$ cat config.mk
export PLATFORM = sky130hd
export DESIGN_NAME = change_point_mean_shift_adjust
export DESIGN_NICKNAME = d
export VERILOG_FILES = /design/src/rtl/core/cpms_pkg.sv /design/src/rtl/core/change_point_mean_shift_adjust.sv
export SDC_FILE = /design/constraint.sdc
export NUM_CORES = 2
export LEC_CHECK = 0
export BUFFER_PORTS_ARGS = -buffer_cell sky130_fd_sc_hd__buf_2
export CAP_MARGIN = 20
export CORE_ASPECT_RATIO = 1.75
export CORE_MARGIN = 8
export CORE_UTILIZATION = 28
export CTS_CLUSTER_SIZE = 10
export DETAILED_ROUTE_END_ITERATION = 12
export MAX_ROUTING_LAYER = met4
export PLACE_DENSITY_LB_ADDON = 0.05
export SYNTH_ARGS = -nofsm -noshare
export SYNTH_HDL_FRONTEND = slang
export SYNTH_SLANG_ARGS = --single-unit
$ cat constraint.sdc
create_clock -name clock -period 9.95 [get_ports clock]
set_input_delay 1.4925 -clock clock [delete_from_list [all_inputs] [get_ports clock]]
set_output_delay 1.4925 -clock clock [all_outputs]
set_load 0.02 [all_outputs]
$ cat src/rtl/core/cpms_pkg.sv
// package for the mean shift change point adjustment block
// word types, register indexes, sequencer states and width constants; no dependencies
package cpms_pkg;

   localparam int SAMPLE_W        = 32;
   localparam int CIDX_W          = 7;
   localparam int IDX_W           = 6;
   localparam int MEAN_W          = 33;
   localparam int CSR_INDEX_W     = 2;
   localparam int MAX_SAMPLES_DEF = 64;

   localparam logic [CSR_INDEX_W-1:0] CSR_CHANGE_INDEX    = 2'd0;
   localparam logic [CSR_INDEX_W-1:0] CSR_USE_GIVEN_SHIFT = 2'd1;
   localparam logic [CSR_INDEX_W-1:0] CSR_GIVEN_SHIFT     = 2'd2;

   typedef struct packed {
      logic signed [SAMPLE_W-1:0] sample;
      logic                       last;
   } req_type;

   typedef struct packed {
      logic signed [SAMPLE_W-1:0] adjusted_sample;
      logic [IDX_W-1:0]           sample_index;
      logic signed [SAMPLE_W-1:0] shift_used;
      logic                       status;
      logic                       last_out;
   } rsp_type;

   typedef enum logic [2:0] {
      ST_LOAD,
      ST_SUM,
      ST_DIV,
      ST_POST,
      ST_SHIFT,
      ST_EMIT
   } state_type;

   typedef struct packed {
      logic busy;
      logic accept;
      logic sweep_issue;
      logic sweep_done;
   } ctl_type;

endpackage

$ cat src/rtl/core/change_point_mean_shift_adjust.sv
// Samples load at one per cycle while busy is low; start with last set ends the series.
// The block then sweeps the sample memory once to form the two sums, runs two restoring
// divisions on one shared shift-subtract unit and forms the difference of the two means
// (both skipped when a given shift is used or a part is empty), then replays the series,
// one result word per cycle with a strobe. Results cannot be stalled by the receiver.
// Depends on cpms_pkg.
module change_point_mean_shift_adjust #(
   parameter int MAX_SAMPLES = cpms_pkg::MAX_SAMPLES_DEF
) (
   input  logic                                 clock,
   input  logic                                 reset,
   input  logic                                 start,
   output logic                                 busy,
   input  cpms_pkg::req_type                    req_data,
   output logic                                 rsp_valid,
   output cpms_pkg::rsp_type                    rsp_data,
   input  logic                                 csr_valid,
   output logic                                 csr_ready,
   input  logic [cpms_pkg::CSR_INDEX_W-1:0]     csr_index,
   input  logic [cpms_pkg::SAMPLE_W-1:0]        csr_data
);
   import cpms_pkg::*;

   localparam int AW    = $clog2(MAX_SAMPLES);
   localparam int CW    = $clog2(MAX_SAMPLES + 1);
   localparam int SUM_W = SAMPLE_W + AW;
   localparam int DCW   = $clog2(SUM_W);

   localparam logic signed [SAMPLE_W:0] SAT_MAX = (SAMPLE_W+1)'(2147483647);
   localparam logic signed [SAMPLE_W:0] SAT_MIN = -(SAT_MAX + 1);

   // configuration
   logic [CIDX_W-1:0]          change_index_ff;
   logic                       use_given_ff;
   logic signed [SAMPLE_W-1:0] given_shift_ff;

   // sequencer and datapath
   state_type                  state_ff, state_in;
   ctl_type                    ctl;
   logic [CW-1:0]              count_ff;
   logic                       overflow_ff;
   logic [CW-1:0]              ptr_ff;
   logic                       pend_ff;
   logic [AW-1:0]              pend_idx_ff;
   logic signed [SUM_W-1:0]    sum_before_ff;
   logic signed [SUM_W-1:0]    sum_after_ff;
   logic [CW-1:0]              na_ff;
   logic [SUM_W-1:0]           quo_ff;
   logic [CW-1:0]              rem_ff;
   logic [CW-1:0]              div_d_ff;
   logic [DCW-1:0]             cnt_ff;
   logic                       neg_ff;
   logic                       sel_ff;
   logic signed [MEAN_W-1:0]   mb_ff;
   logic signed [MEAN_W-1:0]   ma_ff;
   logic signed [MEAN_W-1:0]   shift_ff;
   logic                       rsp_valid_ff;
   rsp_type                    rsp_ff;

   // memory
   logic [SAMPLE_W-1:0]        mem [MAX_SAMPLES];
   logic [SAMPLE_W-1:0]        rd_data_ff;

   // combinational helpers
   logic [CIDX_W-1:0]          n_ext;
   logic [CIDX_W-1:0]          nb_ext;
   logic [CW-1:0]              nb_now;
   logic [CW-1:0]              na_now;
   logic [CW:0]                rem_sh;
   logic                       div_ge;
   logic [CW:0]                rem_diff;
   logic [SUM_W-1:0]           quo_next;
   logic signed [MEAN_W-1:0]   quo_mean;
   logic signed [MEAN_W-1:0]   mean_now;
   logic                       after_cp;
   logic signed [SAMPLE_W+1:0] adj_wide;
   logic signed [SAMPLE_W-1:0] adj_sat;
   logic signed [SAMPLE_W-1:0] shift_sat;
   logic                       skip_div;

   assign csr_ready = 1'b1;
   assign busy      = ctl.busy;
   assign rsp_valid = rsp_valid_ff;
   assign rsp_data  = rsp_ff;

   // part counts
   always_comb begin
      n_ext  = CIDX_W'(count_ff);
      nb_ext = (change_index_ff < n_ext) ? change_index_ff : n_ext;
      nb_now = CW'(nb_ext);
      na_now = count_ff - nb_now;
      skip_div = use_given_ff || (nb_now == '0) || (na_now == '0);
   end

   // shared shift-subtract step
   always_comb begin
      rem_sh   = {rem_ff, quo_ff[SUM_W-1]};
      rem_diff = rem_sh - {1'b0, div_d_ff};
      div_ge   = (rem_sh >= {1'b0, div_d_ff});
      quo_next = {quo_ff[SUM_W-2:0], div_ge};
      quo_mean = MEAN_W'(quo_ff);
      mean_now = neg_ff ? -quo_mean : quo_mean;
   end

   // replay arithmetic
   always_comb begin
      after_cp = (CIDX_W'(pend_idx_ff) >= change_index_ff);
      adj_wide = (SAMPLE_W+2)'($signed(rd_data_ff));
      if (after_cp) begin
         adj_wide = adj_wide - (SAMPLE_W+2)'(shift_ff);
      end
      if (adj_wide > (SAMPLE_W+2)'(SAT_MAX)) begin
         adj_sat = SAMPLE_W'(SAT_MAX);
      end else if (adj_wide < (SAMPLE_W+2)'(SAT_MIN)) begin
         adj_sat = SAMPLE_W'(SAT_MIN);
      end else begin
         adj_sat = SAMPLE_W'(adj_wide);
      end
      if (shift_ff > SAT_MAX) begin
         shift_sat = SAMPLE_W'(SAT_MAX);
      end else if (shift_ff < SAT_MIN) begin
         shift_sat = SAMPLE_W'(SAT_MIN);
      end else begin
         shift_sat = SAMPLE_W'(shift_ff);
      end
   end

   // control decode
   always_comb begin
      ctl.busy        = (state_ff != ST_LOAD);
      ctl.accept      = start && (state_ff == ST_LOAD);
      ctl.sweep_issue = ((state_ff == ST_SUM) || (state_ff == ST_EMIT)) && (ptr_ff < count_ff);
      ctl.sweep_done  = (ptr_ff == count_ff) && !pend_ff;
   end

   // next state
   always_comb begin
      state_in = state_ff;
      unique case (state_ff)
         ST_LOAD: begin
            if (ctl.accept && req_data.last) begin
               state_in = ST_SUM;
            end
         end
         ST_SUM: begin
            if (ctl.sweep_done) begin
               state_in = skip_div ? ST_EMIT : ST_DIV;
            end
         end
         ST_DIV: begin
            if (cnt_ff == DCW'(SUM_W - 1)) begin
               state_in = ST_POST;
            end
         end
         ST_POST: begin
            state_in = sel_ff ? ST_SHIFT : ST_DIV;
         end
         ST_SHIFT: begin
            state_in = ST_EMIT;
         end
         ST_EMIT: begin
            if (ctl.sweep_done) begin
               state_in = ST_LOAD;
            end
         end
         default: begin
            state_in = ST_LOAD;
         end
      endcase
   end

   // sample memory
   always_ff @(posedge clock) begin
      if (ctl.accept && (count_ff < CW'(MAX_SAMPLES))) begin
         mem[count_ff[AW-1:0]] <= req_data.sample;
      end
      rd_data_ff <= mem[ptr_ff[AW-1:0]];
   end

   // configuration registers
   always_ff @(posedge clock) begin
      if (reset) begin
         change_index_ff <= '0;
         use_given_ff    <= 1'b0;
         given_shift_ff  <= '0;
      end else if (csr_valid) begin
         unique case (csr_index)
            CSR_CHANGE_INDEX:    change_index_ff <= csr_data[CIDX_W-1:0];
            CSR_USE_GIVEN_SHIFT: use_given_ff    <= csr_data[0];
            CSR_GIVEN_SHIFT:     given_shift_ff  <= csr_data;
            default:             ;
         endcase
      end
   end

   // sequencer datapath
   always_ff @(posedge clock) begin
      if (reset) begin
         state_ff      <= ST_LOAD;
         count_ff      <= '0;
         overflow_ff   <= 1'b0;
         ptr_ff        <= '0;
         pend_ff       <= 1'b0;
         sum_before_ff <= '0;
         sum_after_ff  <= '0;
         shift_ff      <= '0;
         cnt_ff        <= '0;
         sel_ff        <= 1'b0;
         rsp_valid_ff  <= 1'b0;
      end else begin
         state_ff     <= state_in;
         rsp_valid_ff <= 1'b0;
         unique case (state_ff)
            ST_LOAD: begin
               if (ctl.accept) begin
                  if (count_ff < CW'(MAX_SAMPLES)) begin
                     count_ff <= count_ff + 1'b1;
                  end else begin
                     overflow_ff <= 1'b1;
                  end
                  ptr_ff        <= '0;
                  pend_ff       <= 1'b0;
                  sum_before_ff <= '0;
                  sum_after_ff  <= '0;
               end
            end
            ST_SUM: begin
               pend_ff     <= ctl.sweep_issue;
               pend_idx_ff <= ptr_ff[AW-1:0];
               if (ctl.sweep_issue) begin
                  ptr_ff <= ptr_ff + 1'b1;
               end
               if (pend_ff) begin
                  if (after_cp) begin
                     sum_after_ff <= sum_after_ff + SUM_W'($signed(rd_data_ff));
                  end else begin
                     sum_before_ff <= sum_before_ff + SUM_W'($signed(rd_data_ff));
                  end
               end
               if (ctl.sweep_done) begin
                  ptr_ff   <= '0;
                  na_ff    <= na_now;
                  quo_ff   <= sum_before_ff[SUM_W-1] ? SUM_W'(-sum_before_ff)
                                                     : SUM_W'(sum_before_ff);
                  neg_ff   <= sum_before_ff[SUM_W-1];
                  div_d_ff <= nb_now;
                  rem_ff   <= '0;
                  cnt_ff   <= '0;
                  sel_ff   <= 1'b0;
                  if (use_given_ff) begin
                     shift_ff <= MEAN_W'(given_shift_ff);
                  end else if (skip_div) begin
                     shift_ff <= '0;
                  end
               end
            end
            ST_DIV: begin
               quo_ff <= quo_next;
               rem_ff <= div_ge ? rem_diff[CW-1:0] : rem_sh[CW-1:0];
               cnt_ff <= cnt_ff + 1'b1;
            end
            ST_POST: begin
               if (!sel_ff) begin
                  mb_ff    <= mean_now;
                  quo_ff   <= sum_after_ff[SUM_W-1] ? SUM_W'(-sum_after_ff)
                                                    : SUM_W'(sum_after_ff);
                  neg_ff   <= sum_after_ff[SUM_W-1];
                  div_d_ff <= na_ff;
                  rem_ff   <= '0;
                  cnt_ff   <= '0;
                  sel_ff   <= 1'b1;
               end else begin
                  ma_ff <= mean_now;
               end
            end
            ST_SHIFT: begin
               shift_ff <= ma_ff - mb_ff;
            end
            ST_EMIT: begin
               pend_ff     <= ctl.sweep_issue;
               pend_idx_ff <= ptr_ff[AW-1:0];
               if (ctl.sweep_issue) begin
                  ptr_ff <= ptr_ff + 1'b1;
               end
               if (pend_ff) begin
                  rsp_valid_ff           <= 1'b1;
                  rsp_ff.adjusted_sample <= adj_sat;
                  rsp_ff.sample_index    <= IDX_W'(pend_idx_ff);
                  rsp_ff.shift_used      <= shift_sat;
                  rsp_ff.status          <= overflow_ff;
                  rsp_ff.last_out        <= (CW'(pend_idx_ff) + 1'b1 == count_ff);
               end
               if (ctl.sweep_done) begin
                  count_ff      <= '0;
                  overflow_ff   <= 1'b0;
                  ptr_ff        <= '0;
                  sum_before_ff <= '0;
                  sum_after_ff  <= '0;
               end
            end
            default: ;
         endcase
      end
   end

endmodule
After elaboration in Yosys (flattened, before gate mapping)
Memories as Yosys holds them, arrays and structs flattened. A register that Yosys moved wholly into a read port is not among the register bits.
Cells that the tools add are included.

word-level totals
  flip-flop bits (word level) = 380
  bits in writable memories = 2048
  input port bits = 71
  output and inout bits = 75
  logic and storage cells = 177
  memories kept = 1

operators by class
  add/subtract/negate cells = 13
  order comparisons = 9
  equal/unequal tests = 23
  multiplexer cells = 59
  bitwise gates (word level) = 3
  reductions and logical operators = 42

memory list
  name  depth  width  read ports  clocked after memory_dff  write ports  line                                  RTL
  mem   64     32     1           1                         1            change_point_mean_shift_adjust.sv:61  logic [SAMPLE_W-1:0] mem [MAX_SAMPLES];

operators with widths
  kind                                                                               count
  38-bit 2-to-1 mux                                                                  10
  38-bit case mux with 3 select lines                                                3
  33-bit 2-to-1 mux                                                                  4
  7-bit 2-to-1 mux                                                                   11
  38-bit by 32-bit adder with 38-bit output                                          2
  38-bit negation                                                                    2
  33-bit case mux with 2 select lines                                                1
  32-bit 2-to-1 mux                                                                  2
  7-bit case mux with 2 select lines                                                 3
  34-bit by 32-bit greater-than comparator with 1-bit output, second input constant  1
  34-bit by 32-bit < comparator with 1-bit output, second input constant             1
  34-bit 2-to-1 mux                                                                  1
  32-bit by 33-bit subtractor with 34-bit output                                     1
  33-bit by 32-bit greater-than comparator with 1-bit output, second input constant  1
  33-bit by 32-bit < comparator with 1-bit output, second input constant             1
  33-bit negation                                                                    1
  33-bit subtractor                                                                  1
  7-bit case mux with 3 select lines                                                 1
  3-bit AND reduction                                                                7
  4-bit AND reduction                                                                5
  3-bit 2-to-1 mux                                                                   6
  2-bit != test, second input constant                                               9
  3-bit case mux with 6 select lines                                                 1
  6-bit case mux with 3 select lines                                                 1
  33 further kinds                                                                   73

Logic depth before layout (Yosys ltp)
  word-level depth = 9
  depth in mapped cells = 21
  depth with buffers taken out = 19

Worst setup path after synthesis
Ideal clock, no wire load.

  path kind = in2reg
  start = input port reset
  end = register rsp_ff (netlist bit rsp_data[0]), enable pin
  library setup time = 0.606 ns
  arrival = 7.185 ns
  required time = 9.344 ns
  setup slack = 2.159 ns
  cell stages on the path = 3
  path buffers = 2
  cell sequence = clkbuf_1 clkbuf_1 nor3b_1

between the ends
  word-level cells in the longest chain between the ends = 2

RTL lines
  what                           line                                  RTL
  start: declaration             change_point_mean_shift_adjust.sv:11  input logic reset,
  1-bit NOT (no line)            n/a
  3-bit AND reduction (no line)  n/a
  end: declaration               change_point_mean_shift_adjust.sv:58  rsp_type rsp_ff;

No other way between the ends.
A chain may end at the register's enable or synchronous reset.

Worst setup path after layout
  start = register count_ff[1]
  end = register shift_ff[18]

between the ends
  word-level cells in the longest chain between the ends = 7
  elaborated cells between the ends (all ways) = 12
  those cells by class = add/sub: 1; order compare: 1; eq/ne: 3; mux: 1; reduce/logical: 6

RTL lines
  what                             line                                   RTL
  start: declaration               change_point_mean_shift_adjust.sv:40   logic [CW-1:0] count_ff;
  start signal: assignment         change_point_mean_shift_adjust.sv:217  count_ff <= count_ff + 1'b1;
  7-bit < comparator               change_point_mean_shift_adjust.sv:89   nb_ext = (change_index_ff < n_ext) ? change_index_ff : n_ext;
  7-bit 2-to-1 mux                 change_point_mean_shift_adjust.sv:89
  7-bit subtractor *               change_point_mean_shift_adjust.sv:91   na_now = count_ff - nb_now;
  named net na_now[2]              change_point_mean_shift_adjust.sv:68   logic [CW-1:0] na_now;
  7-bit logical NOT *              change_point_mean_shift_adjust.sv:92   skip_div = use_given_ff || (nb_now == '0) || (na_now == '0);
  1-bit logical OR *               change_point_mean_shift_adjust.sv:92
  3-bit != test (no line) *        n/a
  3-bit AND reduction (no line) *  n/a
  end signal: assignment           change_point_mean_shift_adjust.sv:251  shift_ff <= MEAN_W'(given_shift_ff);
  end signal: assignment           change_point_mean_shift_adjust.sv:277  shift_ff <= ma_ff - mb_ff;
  end: declaration                 change_point_mean_shift_adjust.sv:56   logic signed [MEAN_W-1:0] shift_ff;

Mark *: on every way through the listed nets, which the timed path passes. The rest lies on a longest branch.

==> run summary <==
Layout Nets: 6413
routed wire length: 346000 microns
first-pass GRT wire length: 483000 microns
Post-Place Worst Slack: 4.42 ns
post-layout min period: 5.50 ns
Via density: 4.92
worst path arrival time: 6.23 ns
Post-synth EDFFs: 2252
Final TNS setup: 0 ns
CTS Buf Count: 293
post-CTS resize count: 0
area of the core: 0.368 sq mm
Mean Syn Cell Area: 17.8 sq um
vias in the first global route: 59700
Final Skew: 0.0421 ns
Design Power: 0.0264 W
Max-Cap Viols: 0
LEAKAGE: 37.6 nW
initial cell density of the core: 28.0%
Cells after Synth: 5789
via count: 55200
grt total ovfl: 0
count of state elements after synthesis: 2460
Port Buffers: 144
Post-Syn Nets: 6046
largest net degree at the start of global routing: 113
DRT Pass-1 Iters: 5
CP max stage cell: dfxtp_1
Clock Path Buffers: 4
Top cell by count, worst path: buf_4
highest-count cells in the layout ignoring fill and taps: edfxtp_1, mux4_2, clkbuf_16
Largest stage delay, worst path: 0.55 ns
post-route non-filler standard cell count: 11200
status: finished clean
Crit Path Max Fanout: 45
Final Max Tran Viols: 0
DRC errors left: 0
Initial DRC Count: 3266
Crit Path Class: reg2reg
Hold Crit Class: reg2reg
maximum VDD drop: 0.000120 V
CTS tree: done
clock latency on the worst-skew pair: 0.90 ns
Power Density: 220 mW/mm^2
CP required: 10.69 ns
Routed Antenna Nets: 0
RSZ-0062 raised after global routing: no
ys flop type: edfxtp_1
dpl cells: 10700
sequential share of the synthesized area: 69.6%
Worst-Margin Slew: 1.12 ns
Horiz. Die Dim: 475 microns
ys async rst share: 0%
most common cell after layout, fill and taps aside: edfxtp_1
full die area: 0.389 sq mm
Final GP Congestion: 0.830
Netlist cell types: 86
layout cell share with drive strength beyond 1: 23.5%
post-DR wirelength/cell: 30.9 microns
CTS Sinks: 2460
CP endpoint kind: register
root buf cell: clkbuf_16
initial antenna violation count: 29
Setup violations, final: 0
CTS clk-pin slew, worst paths: 0.06 ns
Max H-tree Level: 5
Post-CTS Setup Inserts: 0
CTS Hold Bufs: 0
final worst slack: 4.45 ns
final worst path period share: 55.2%
P&R area growth vs syn: 16.2%
Hold Fails Final Rpt: 0
fmax: 182 MHz
dpl hpwl: 230000 microns
Synth Cell Area: 0.103 sq mm
die height: 819 microns
row cnt: 295
CP Cell Sequence: inv_1 > ha_1 > a21oi_1 > o21a_1 > o21ai_0 > buf_4 > mux2_2 > ha_1 > fa_1 > xnor2_1 > or3_1 > a2111oi_0 > buf_4 > a211oi_1 > o21ai_0 > o21ai_4 > buf_4 > a311oi_1 > a211oi_1
startpoint types: register
reg-to-reg slack, setup: 4.45 ns
fin util: 32.6%
Top Ports: 146
Slew HR: 24.8%
gr usage total: 18.0%
Syn. warnings: 0
## area by class of cell
| cell class | instances | area [sq um] |
|---|---|---|
| fill | 35500 | 248000 |
| sequential | 2460 | 71800 |
| multi-input combinational | 2910 | 30400 |
| clock buffer | 419 | 8170 |
| tap | 4900 | 6130 |
| timing repair buffer | 362 | 2670 |
| inverter | 129 | 484 |
| clock inverter | 19 | 161 |
| antenna | 10 | 25.0 |
## path summary, 6_finish.rpt
path	startpoint	end	cells after the start
worst max-delay path	count_ff[1]	shift_ff[18]	19
worst min-delay path	shift_ff[32]	rsp_data[33]	0
worst max register to register	count_ff[1]	shift_ff[18]	19
worst min register to register	shift_ff[32]	rsp_data[33]	0
## synthesized netlist by cell type, types with 38 or more instances
master	instances	area [sq um]
a211oi_1	48	360
a21o_1	82	616
a21oi_1	259	1300
a22oi_1	38	285
buf_1	65	244
clkbuf_1	224	841
dfxtp_1	208	4160
edfxtp_1	2252	67600
ha_1	180	2250
inv_1	126	473
mux4_2	672	15100
nand2_1	253	950
nand3_1	59	295
nor2_1	312	1170
nor3_1	52	260
o211ai_1	39	293
o21ai_0	198	991
xnor2_1	105	920
xor2_1	132	1160
## stage by stage
stage,instance area (sq um),hold WS [ns]
2_1_floorplan,103000,0.402
3_3_place_gp,111000,0.452
3_5_place_dp,111000,0.451
4_1_cts,120000,0.460
5_1_grt,120000,0.477
6_report,120000,0.454
## flip-flops by register name, indices dropped and copies added, names as in the netlist, 32 cells and up
| register | cells |
|---|---|
| quo_ff | 38 |
| rd_data_ff | 32 |
| ma_ff | 33 |
| rsp_data | 72 |
| sum_before_ff | 38 |
| sum_after_ff | 38 |
| shift_ff | 33 |
| given_shift_ff | 32 |
| mb_ff | 33 |
| mem | 2048 |
## per-layer routing
layer | GRT usage [%] | vias to the layer above | routed length (microns)
met1 | 18.4 | 29600 | 124000
met3 | 2.04 | 474 | 9290
li1 | - | 24100 | -
met5 | - | - | 0
met2 | 35.5 | 960 | 201000
met4 | 5.63 | 0 | 12300
## power breakdown
part | leakage, nW | switching [W] | internal (W)
clock | 4.04 | 0.00422 | 0.00567
combinational | 11.6 | 0.00291 | 0.00160
sequential | 22.0 | 0.000282 | 0.0117
total | 37.6 | 0.00742 | 0.0190
## critical path: cells and delay by family (launching register included)
kind / cells / cell delay, ns
multiplexers: 1 / 0.36
XOR/XNOR: 1 / 0.15
adder cells (fa/ha/maj): 3 / 0.98
AND/OR/NAND/NOR: 1 / 0.34
flip-flops: 1 / 0.55
AO/OA/AOI/OAI: 9 / 1.90
buffers and inverters: 4 / 0.96
## logic make-up (layout without fill, tap and decap cells)
logic type,after synthesis,in the layout,synth area share (%)
compound gates,888,888,5.52
xor+xnor,237,237,2.01
fa+ha+maj,217,217,2.60
buf+inv,419,929,1.53
flops,2460,2460,69.6
mux,697,697,14.9
other cells,1,11,0.00363
simple gates,870,870,3.88
(Power assumes the default switching activity.)
